File: config.mk
export PLATFORM = sky130hd
export DESIGN_NAME = filled_ellipse_band_rasterizer_top
export DESIGN_NICKNAME = d
export VERILOG_FILES = /design/src/rtl/core/eb_pkg.sv /design/src/rtl/core/eb_front.sv /design/src/rtl/core/eb_queue.sv /design/src/rtl/core/eb_back.sv /design/src/rtl/core/filled_ellipse_band_rasterizer_top.sv
export SDC_FILE = /design/constraint.sdc
export NUM_CORES = 2
export LEC_CHECK = 0
export BUFFER_PORTS_ARGS = -buffer_cell sky130_fd_sc_hd__buf_2
export CAP_MARGIN = 20
export CORE_ASPECT_RATIO = 1.4
export CORE_MARGIN = 4
export CORE_UTILIZATION = 60
export DETAILED_ROUTE_END_ITERATION = 12
export PLACE_DENSITY = 0.76
export SYNTH_ARGS = -nofsm -noshare
export SYNTH_HDL_FRONTEND = slang
export SYNTH_HIERARCHICAL = 1
export SYNTH_SLANG_ARGS = --single-unit
File: constraint.sdc
create_clock -name clk -period 20.1 [get_ports clk]
set_input_delay 4.02 -clock clk [delete_from_list [all_inputs] [get_ports clk]]
set_output_delay 4.02 -clock clk [all_outputs]
set_load 0.1 [all_outputs]
File: src/rtl/core/eb_pkg.sv
// Shared constants for the filled ellipse band rasterizer.
// No dependencies; imported by every module of the block.
`timescale 1ns / 1ps
package eb_pkg;
    localparam int MAX_HEIGHT_DEF = 64;
    localparam int MAX_WIDTH_DEF  = 256;
    localparam int COORD_BITS_DEF = 12;
    // walk error terms stay well below 2^31 for any legal size
    localparam int WALK_BITS      = 32;
    localparam int QUEUE_DEPTH    = 4;

    localparam logic [1:0] REG_CLIP_LEFT   = 2'd0;
    localparam logic [1:0] REG_CLIP_TOP    = 2'd1;
    localparam logic [1:0] REG_CLIP_RIGHT  = 2'd2;
    localparam logic [1:0] REG_CLIP_BOTTOM = 2'd3;
endpackage

File: src/rtl/core/eb_front.sv
// Front part: checks a request, sets up and runs the midpoint walk,
// pushes unclipped band words into the queue. Depends on eb_pkg.
`timescale 1ns / 1ps
module eb_front
    import eb_pkg::*;
#(
    parameter int MAX_HEIGHT = MAX_HEIGHT_DEF,
    parameter int MAX_WIDTH  = MAX_WIDTH_DEF,
    parameter int COORD_BITS = COORD_BITS_DEF,
    localparam int CB = COORD_BITS + 2,
    localparam int EW = 4 * CB + 2
)(
    input  logic                  clk,
    input  logic                  rst_n,
    input  logic                  go,
    input  logic [COORD_BITS-1:0] rect_left,
    input  logic [COORD_BITS-1:0] rect_top,
    input  logic [COORD_BITS-1:0] rect_right,
    input  logic [COORD_BITS-1:0] rect_bottom,
    input  logic                  room,
    output logic                  push,
    output logic [EW-1:0]         push_data,
    output logic                  active
);
    typedef enum logic [2:0] {
        S_IDLE, S_CHECK, S_INIT1, S_INIT2, S_INIT3, S_WALK, S_LOWER, S_CENTRE
    } state_t;

    typedef logic signed [CB-1:0]        crd_t;
    typedef logic signed [WALK_BITS-1:0] acc_t;

    state_t state_reg, state_next;
    crd_t left_reg, top_reg, bw_reg, bh_reg, a_reg, b_reg, cx_reg, cy_reg;
    crd_t x_reg, y_reg, oy_reg, pl_reg, pt_reg, pr_reg, pb_reg;
    logic [1:0] wod_reg, hod_reg;
    acc_t aa_reg, bb0_reg, m1_reg, st_reg, tt_reg, sx_reg, w_reg, u_reg, v_reg;

    crd_t lcalc, wcalc, hcalc, ynew, ul, ur;
    logic bad, empty;

    assign lcalc = CB'($signed(rect_left));
    assign ynew  = y_reg - crd_t'(1);
    assign ul    = cx_reg - x_reg;
    assign ur    = ul + (x_reg <<< 1) + crd_t'(wod_reg);
    assign bad   = bw_reg < 0 || bh_reg < 0 || bw_reg > crd_t'(MAX_WIDTH)
                   || bh_reg > crd_t'(MAX_HEIGHT);
    assign empty = bw_reg == 0 || bh_reg == 0;
    assign wcalc = bw_reg - crd_t'(1);
    assign hcalc = bh_reg - crd_t'(1);
    assign active = state_reg != S_IDLE;

    always_comb
    begin
        push       = 1'b0;
        push_data  = '0;
        state_next = state_reg;
        unique case (state_reg)
            S_IDLE:
            begin
                if (go)
                    state_next = S_CHECK;
            end
            S_CHECK:
            begin
                if (bad)
                begin
                    push       = room;
                    push_data  = {crd_t'(0), crd_t'(0), crd_t'(0), crd_t'(0), 1'b1, 1'b1};
                    state_next = room ? S_IDLE : S_CHECK;
                end
                else if (empty)
                begin
                    push       = room;
                    push_data  = {left_reg, top_reg, left_reg + bw_reg,
                                  top_reg + bh_reg, 1'b1, 1'b0};
                    state_next = room ? S_IDLE : S_CHECK;
                end
                else
                    state_next = S_INIT1;
            end
            S_INIT1: state_next = S_INIT2;
            S_INIT2: state_next = S_INIT3;
            S_INIT3: state_next = S_WALK;
            S_WALK:
            begin
                if (y_reg <= 0)
                    state_next = S_CENTRE;
                else if (st_reg >= 0 && tt_reg < 0 && room)
                begin
                    push       = 1'b1;
                    push_data  = {ul, cy_reg - oy_reg, ur, cy_reg - ynew, 1'b0, 1'b0};
                    state_next = S_LOWER;
                end
            end
            S_LOWER:
            begin
                push       = room;
                push_data  = {pl_reg, pt_reg, pr_reg, pb_reg, 1'b0, 1'b0};
                state_next = room ? S_WALK : S_LOWER;
            end
            S_CENTRE:
            begin
                push       = room;
                push_data  = {left_reg, cy_reg - oy_reg, left_reg + bw_reg,
                              cy_reg + oy_reg + crd_t'(hod_reg), 1'b1, 1'b0};
                state_next = room ? S_IDLE : S_CENTRE;
            end
            default: state_next = S_IDLE;
        endcase
    end

    always_ff @(posedge clk or negedge rst_n)
    begin
        if (!rst_n)
            state_reg <= S_IDLE;
        else
            state_reg <= state_next;
    end

    always_ff @(posedge clk)
    begin
        case (state_reg)
            S_IDLE:
            begin
                left_reg <= lcalc;
                top_reg  <= CB'($signed(rect_top));
                bw_reg   <= CB'($signed(rect_right)) - lcalc;
                bh_reg   <= CB'($signed(rect_bottom)) - CB'($signed(rect_top));
            end
            S_CHECK:
            begin
                a_reg   <= wcalc >>> 1;
                b_reg   <= hcalc >>> 1;
                wod_reg <= {1'b0, wcalc[0]} + 2'd1;
                hod_reg <= {1'b0, hcalc[0]} + 2'd1;
                cx_reg  <= left_reg + (wcalc >>> 1);
                cy_reg  <= top_reg + (hcalc >>> 1);
            end
            S_INIT1:
            begin
                aa_reg  <= WALK_BITS'(a_reg) * WALK_BITS'(a_reg);
                bb0_reg <= WALK_BITS'(b_reg) * WALK_BITS'(b_reg);
            end
            S_INIT2: m1_reg <= aa_reg * WALK_BITS'(b_reg);
            S_INIT3:
            begin
                st_reg <= aa_reg - (m1_reg <<< 1) + (bb0_reg <<< 1);
                tt_reg <= bb0_reg - (m1_reg <<< 2) + (aa_reg <<< 1);
                sx_reg <= (bb0_reg <<< 2) + (bb0_reg <<< 1);
                w_reg  <= bb0_reg <<< 2;
                u_reg  <= (m1_reg <<< 2) - (aa_reg <<< 2) - (aa_reg <<< 1);
                v_reg  <= (m1_reg <<< 2) - (aa_reg <<< 2);
                x_reg  <= '0;
                y_reg  <= b_reg;
                oy_reg <= b_reg;
            end
            S_WALK:
            begin
                if (y_reg > 0)
                begin
                    if (st_reg < 0)
                    begin
                        st_reg <= st_reg + sx_reg;
                        tt_reg <= tt_reg + w_reg;
                        sx_reg <= sx_reg + (bb0_reg <<< 2);
                        w_reg  <= w_reg + (bb0_reg <<< 2);
                        x_reg  <= x_reg + crd_t'(1);
                    end
                    else if (tt_reg < 0)
                    begin
                        if (room)
                        begin
                            st_reg <= st_reg + sx_reg - v_reg;
                            tt_reg <= tt_reg + w_reg - u_reg;
                            sx_reg <= sx_reg + (bb0_reg <<< 2);
                            w_reg  <= w_reg + (bb0_reg <<< 2);
                            u_reg  <= u_reg - (aa_reg <<< 2);
                            v_reg  <= v_reg - (aa_reg <<< 2);
                            x_reg  <= x_reg + crd_t'(1);
                            y_reg  <= ynew;
                            oy_reg <= ynew;
                            // hold the mirrored lower band for S_LOWER to push
                            pl_reg <= ul;
                            pr_reg <= ur;
                            pt_reg <= cy_reg + ynew + crd_t'(hod_reg);
                            pb_reg <= cy_reg + oy_reg + crd_t'(hod_reg);
                        end
                    end
                    else
                    begin
                        tt_reg <= tt_reg - u_reg;
                        st_reg <= st_reg - v_reg;
                        u_reg  <= u_reg - (aa_reg <<< 2);
                        v_reg  <= v_reg - (aa_reg <<< 2);
                        y_reg  <= ynew;
                    end
                end
            end
            default: ;
        endcase
    end
endmodule

File: src/rtl/core/eb_queue.sv
// Short queue of band words between the walk and the clipper.
// Depends on eb_pkg.
`timescale 1ns / 1ps
module eb_queue
    import eb_pkg::*;
#(
    parameter int WIDTH = 8
)(
    input  logic             clk,
    input  logic             rst_n,
    input  logic             push,
    input  logic [WIDTH-1:0] wdata,
    input  logic             pop,
    output logic [WIDTH-1:0] rdata,
    output logic             nonempty,
    output logic             room
);
    localparam int AW = $clog2(QUEUE_DEPTH);

    logic [WIDTH-1:0] mem [QUEUE_DEPTH];
    logic [AW-1:0] wp_reg, rp_reg;
    logic [AW:0]   cnt_reg;
    logic          do_pop;

    assign nonempty = cnt_reg != '0;
    assign room     = cnt_reg < (AW+1)'(QUEUE_DEPTH);
    assign do_pop   = pop && nonempty;
    assign rdata    = mem[rp_reg];

    always_ff @(posedge clk)
    begin
        if (push)
            mem[wp_reg] <= wdata;
    end

    always_ff @(posedge clk or negedge rst_n)
    begin
        if (!rst_n)
        begin
            wp_reg  <= '0;
            rp_reg  <= '0;
            cnt_reg <= '0;
        end
        else
        begin
            if (push)
                wp_reg <= wp_reg + AW'(1);
            if (do_pop)
                rp_reg <= rp_reg + AW'(1);
            cnt_reg <= cnt_reg + (AW+1)'(push) - (AW+1)'(do_pop);
        end
    end
endmodule

File: src/rtl/core/eb_back.sv
// Back part: clips each band word against the clip rectangle and
// registers the result word. Depends on eb_pkg.
`timescale 1ns / 1ps
module eb_back
    import eb_pkg::*;
#(
    parameter int COORD_BITS = COORD_BITS_DEF,
    localparam int CB = COORD_BITS + 2,
    localparam int EW = 4 * CB + 2
)(
    input  logic                         clk,
    input  logic                         rst_n,
    input  logic                         in_valid,
    input  logic [EW-1:0]                in_data,
    input  logic signed [COORD_BITS-1:0] cl,
    input  logic signed [COORD_BITS-1:0] ct,
    input  logic signed [COORD_BITS-1:0] cr,
    input  logic signed [COORD_BITS-1:0] cb,
    output logic                         done,
    output logic [COORD_BITS-1:0]        fill_left,
    output logic [COORD_BITS-1:0]        fill_top,
    output logic [COORD_BITS-1:0]        fill_right,
    output logic [COORD_BITS-1:0]        fill_bottom,
    output logic                         visible,
    output logic                         bad_request,
    output logic                         last
);
    typedef logic signed [CB-1:0] crd_t;

    crd_t l, t, r, b, xl, xt, xr, xb, kl, kt, kr, kb;
    logic is_last, is_bad, clip_on, vis;
    logic done_reg;
    logic [COORD_BITS-1:0] l_reg, t_reg, r_reg, b_reg;
    logic vis_reg, bad_reg, last_reg;

    assign {l, t, r, b, is_last, is_bad} = in_data;
    assign xl = CB'(cl);
    assign xt = CB'(ct);
    assign xr = CB'(cr);
    assign xb = CB'(cb);
    assign clip_on = !(cr <= cl || cb <= ct);
    assign kl  = (clip_on && xl > l) ? xl : l;
    assign kt  = (clip_on && xt > t) ? xt : t;
    assign kr  = (clip_on && xr < r) ? xr : r;
    assign kb  = (clip_on && xb < b) ? xb : b;
    assign vis = !is_bad && kr > kl && kb > kt;

    always_ff @(posedge clk or negedge rst_n)
    begin
        if (!rst_n)
            done_reg <= 1'b0;
        else
            done_reg <= in_valid;
    end

    always_ff @(posedge clk)
    begin
        // drop coordinates of empty or refused bands
        l_reg    <= vis ? kl[COORD_BITS-1:0] : '0;
        t_reg    <= vis ? kt[COORD_BITS-1:0] : '0;
        r_reg    <= vis ? kr[COORD_BITS-1:0] : '0;
        b_reg    <= vis ? kb[COORD_BITS-1:0] : '0;
        vis_reg  <= vis;
        bad_reg  <= is_bad;
        last_reg <= is_last;
    end

    assign done        = done_reg;
    assign fill_left   = l_reg;
    assign fill_top    = t_reg;
    assign fill_right  = r_reg;
    assign fill_bottom = b_reg;
    assign visible     = vis_reg;
    assign bad_request = bad_reg;
    assign last        = last_reg;
endmodule

File: src/rtl/core/filled_ellipse_band_rasterizer_top.sv
// Top level of the filled ellipse band rasterizer: clip registers,
// walk front, band queue and clipping back. Depends on eb_pkg and submodules.
`timescale 1ns / 1ps
// A request is taken when start is high and busy is low. After the setup
// states S_CHECK and S_INIT1 to S_INIT3 the walk runs about a+b steps for
// half-width a and half-height b, with an S_LOWER state per band pair, then
// the centre band; results pass through the band queue and the back part's
// output register. One ellipse at a time: busy stays high until the walk is
// done and the queue is empty. Results come out one per cycle on done and
// cannot be held off by the receiver; the word with last set closes each
// ellipse. Clip registers are written through wr_en/wr_index/wr_data.
module filled_ellipse_band_rasterizer_top
    import eb_pkg::*;
#(
    parameter int MAX_HEIGHT = MAX_HEIGHT_DEF,
    parameter int MAX_WIDTH  = MAX_WIDTH_DEF,
    parameter int COORD_BITS = COORD_BITS_DEF
)(
    input  logic                  clk,
    input  logic                  rst_n,
    input  logic                  wr_en,
    input  logic [1:0]            wr_index,
    input  logic [COORD_BITS-1:0] wr_data,
    input  logic                  start,
    output logic                  busy,
    input  logic [COORD_BITS-1:0] rect_left,
    input  logic [COORD_BITS-1:0] rect_top,
    input  logic [COORD_BITS-1:0] rect_right,
    input  logic [COORD_BITS-1:0] rect_bottom,
    output logic                  done,
    output logic [COORD_BITS-1:0] fill_left,
    output logic [COORD_BITS-1:0] fill_top,
    output logic [COORD_BITS-1:0] fill_right,
    output logic [COORD_BITS-1:0] fill_bottom,
    output logic                  visible,
    output logic                  bad_request,
    output logic                  last
);
    localparam int EW = 4 * (COORD_BITS + 2) + 2;

    logic signed [COORD_BITS-1:0] cl_reg, ct_reg, cr_reg, cb_reg;
    logic go, push, room, nonempty, active;
    logic [EW-1:0] wdata, rdata;

    assign busy = active || nonempty;
    assign go   = start && !busy;

    always_ff @(posedge clk or negedge rst_n)
    begin
        if (!rst_n)
        begin
            cl_reg <= '0;
            ct_reg <= '0;
            cr_reg <= '0;
            cb_reg <= '0;
        end
        else if (wr_en)
        begin
            unique case (wr_index)
                REG_CLIP_LEFT:   cl_reg <= wr_data;
                REG_CLIP_TOP:    ct_reg <= wr_data;
                REG_CLIP_RIGHT:  cr_reg <= wr_data;
                REG_CLIP_BOTTOM: cb_reg <= wr_data;
                default: ;
            endcase
        end
    end

    eb_front #(
        .MAX_HEIGHT(MAX_HEIGHT),
        .MAX_WIDTH (MAX_WIDTH),
        .COORD_BITS(COORD_BITS)
    ) u_front (
        .clk        (clk),
        .rst_n      (rst_n),
        .go         (go),
        .rect_left  (rect_left),
        .rect_top   (rect_top),
        .rect_right (rect_right),
        .rect_bottom(rect_bottom),
        .room       (room),
        .push       (push),
        .push_data  (wdata),
        .active     (active)
    );

    eb_queue #(
        .WIDTH(EW)
    ) u_queue (
        .clk     (clk),
        .rst_n   (rst_n),
        .push    (push),
        .wdata   (wdata),
        .pop     (1'b1),
        .rdata   (rdata),
        .nonempty(nonempty),
        .room    (room)
    );

    eb_back #(
        .COORD_BITS(COORD_BITS)
    ) u_back (
        .clk        (clk),
        .rst_n      (rst_n),
        .in_valid   (nonempty),
        .in_data    (rdata),
        .cl         (cl_reg),
        .ct         (ct_reg),
        .cr         (cr_reg),
        .cb         (cb_reg),
        .done       (done),
        .fill_left  (fill_left),
        .fill_top   (fill_top),
        .fill_right (fill_right),
        .fill_bottom(fill_bottom),
        .visible    (visible),
        .bad_request(bad_request),
        .last       (last)
    );
endmodule

==> metrics.txt <==
yosys warns=6; final hold violation count=0; worst reg2reg path endpoint=u_front/m1_reg[30]$_DFFE_PN_; largest family of logic cells by synthesized area=adder cells; gr ovfl total=0; core area=131200 µm²; Rows=157; Worst Path Required=20.51 ns; flip-flop count of the largest register after layout=232; Synth Area in Compound Gates=0.1390; #FFs+latches synth=813; Min Hold Slack=0.5451 ns; layout cell share with drive strength beyond 1=0.06904; PostCTS Resize Cnt=0; Num CTS Buffers=87; worst stage delay on the critical path=0.59 ns; most area-hungry cell type in the Yosys netlist=edfxtp_1; PortBufs=118; Clock Latency Late Sink=0.73 ns; Post-Syn Area=79400 µm²; Synth Area in XOR/XNOR=0.06332; RSZ-0062 raised after global routing=false; Slowest cell on crit path=edfxtp_1; Critical Path Sink Type=register; Avg Cell Area, Syn=9.938 µm²; reg-to-reg startpoint=u_front/aa_reg[5]$_DFFE_PP_; Syn Inst Count=7990; Synth Flop Type=edfxtp_1; Crit Path Category=register to register; gpl congestion=0.9471; # IOs=119; first-pass GRT wire length=328.6 mm; commonest non-fill, non-tap cell in the layout=inv_1; Post-synth EDFFs=703; post-layout net count=9572; Slew Limit Fails=0; FF-to-FF path depth=22; Setup Skew=0.03209 ns; share of the synthesized area in the top cell type=0.2659; crit path cell chain=inv_1 > nor2_1 > fa_1 > inv_1 > fa_1 > inv_1 > fa_1 > fa_1 > fa_1 > fa_1 > ha_1 > a21oi_1 > nand2_1 > a21oi_1 > nand2_1 > o31ai_1 > o31ai_1 > o41ai_2 > nor3_1 > or3_1 > a21oi_1 > xnor2_1; Netlist cell types=102; data arrival time of the critical path=7.60 ns; total track usage=0.3032; number of global-route vias before repair=61100; FFs w/ async S/R, synth=0.07257; Detailed Place HPWL=163.2 mm; H-tree level count=3; Worst Hold Endpoint=u_queue/wp_reg[0]$_DFFE_PN0P_; HP Class=register to register; actual slew at the worst max-slew pin=1.094 ns; most frequent cells in the layout=inv_1 (1108), ha_1 (880), edfxtp_1 (703); Final Critical Period=7.186 ns; mux cell area share after synthesis=0.03410; Reg clk slew, reported paths=0.07 ns; Clock Tree Buf Depth=3; initial antenna violation count=2; Pre-Repair DR Iteration Count=6; drc violations=0; Setup Buffers After CTS=0; Fmax=139.2 MHz; Max-Cap Viols=0; Die H=438.4 µm; slew margin rel.=0.2684; final WL=209.0 mm; routed length per instance=21.22 µm; Synth Area in Adders=0.2899; Vias/cell=6.058; Die Width=315.5 µm; hold_sp=u_queue/wp_reg[0]$_DFFE_PN0P_; reg2reg setup slack=12.91 ns; # setup viols final=0; largest net degree at the start of global routing=99; clk sink count=813; sequential-to-total area share from yosys stat=0.2973; Worst Setup Start Kind=register; synth top area cells=edfxtp_1 (27%), fa_1 (15%), ha_1 (14%), inv_1 (5.2%), xnor2_1 (4.4%); Worst path most repeated cell=fa_1; Initial Utilization=0.6051; synth-to-layout area growth=6.639%; CTS Hold Bufs=0; outcome=completed; CTS tree=built; die area=138300 µm²; largest fanout on the critical path=12; hold path depth=1; Post-Synth Simple-Gate Area=0.1104; Via Count=59660; clock root cell=clkbuf_16; setup tns final=0 ns; Most flops, register=u_queue/mem; Final ANT Viol Nets=0; Initial DRC Count=4730; Tcrit/Tclk final=0.3575
==> kinds of logic after synthesis <==
kind of cell / after synthesis
compound gates: 1712
xor+xnor: 574
fa+ha+maj: 1480
buf+inv: 1344
flops: 813
mux: 184
other cells: 2
simple gates: 1881
==> worst max-delay path: cells and delay by family (launching register included) <==
kind	cells	cell delay [ns]
flip-flops	1	0.59
XOR/XNOR	1	0.09
AO/OA/AOI/OAI	6	1.62
buffers and inverters	3	0.55
adder cells (fa/ha/maj)	7	3.26
AND/OR/NAND/NOR	5	0.78
==> per-stage QoR <==
stage | cell area, µm² | instances | util | setup slack, ns
after CTS | 84660 | 9845 | 0.6452 | 12.93
after detailed placement | 81640 | 9685 | 0.6221 | 12.96
final | 84670 | 9848 | 0.6453 | 12.91
after floorplan | 79420 | 7996 | - | 11.03
after global placement | 81630 | 9684 | 0.6221 | 12.89
after global routing | 84670 | 9847 | 0.6452 | 12.50
==> Yosys cell counts (all sizes together), types with 33 or more instances <==
| master | instances |
|---|---|
| dfrtp | 59 |
| a31oi | 49 |
| edfxtp | 703 |
| xnor2 | 398 |
| a21oi | 511 |
| and3 | 49 |
| nor3 | 79 |
| o31ai | 40 |
| o21bai | 77 |
| a21o | 199 |
| nand2b | 84 |
| nand2 | 689 |
| and2 | 168 |
| xor2 | 176 |
| a22oi | 33 |
| o21a | 63 |
| ha | 880 |
| clkbuf | 174 |
| nand4 | 41 |
| nand3 | 118 |
| nor2 | 446 |
| o21ai | 396 |
| dfxtp | 51 |
| buf | 56 |
| nor2b | 96 |
| mux2 | 109 |
| fa | 600 |
| mux4 | 58 |
| a211oi | 75 |
| inv | 1111 |
==> worst max path at each step <==
stage / slack [ns] / startpoint / depth (start not counted) / to
2_1_floorplan: 11.03 / u_front/state_reg[0]$_DFFE_PN0P_ / 5 / busy
3_3_place_gp: 12.89 / u_front/aa_reg[5]$_DFFE_PP_ / 22 / u_front/m1_reg[30]$_DFFE_PN_
3_5_place_dp: 12.96 / u_front/aa_reg[5]$_DFFE_PP_ / 22 / u_front/m1_reg[30]$_DFFE_PN_
4_1_cts: 12.93 / u_front/aa_reg[5]$_DFFE_PP_ / 22 / u_front/m1_reg[30]$_DFFE_PN_
5_1_grt: 12.50 / u_front/b_reg[7]$_DFFE_PP_ / 23 / u_front/m1_reg[30]$_DFFE_PN_
6_report: 12.91 / u_front/aa_reg[5]$_DFFE_PP_ / 22 / u_front/m1_reg[30]$_DFFE_PN_
==> layout make-up <==
cell class / instances / area, µm²
Multi-Input combinational cell: 5839 / 50660
Clock buffer: 98 / 2218
Antenna cell: 2 / 5.005
Timing Repair Buffer: 171 / 998.5
Sequential cell: 813 / 23610
Tap cell: 1749 / 2188
Inverter: 1114 / 4183
Fill cell: 10600 / 46550
Clock inverter: 62 / 807.0
==> metal layers <==
metal  vias up  track usage  wire length, µm
li1      27650            -                -
met1     29270       0.3933            83900
met2      2210       0.5136           100600
met3       525      0.03217            13990
met4         0       0.1391            10490
met5         -            0                0
Power is not shown: default switching activity piles up to over one toggle a cycle in this logic, so the estimate is an artifact.
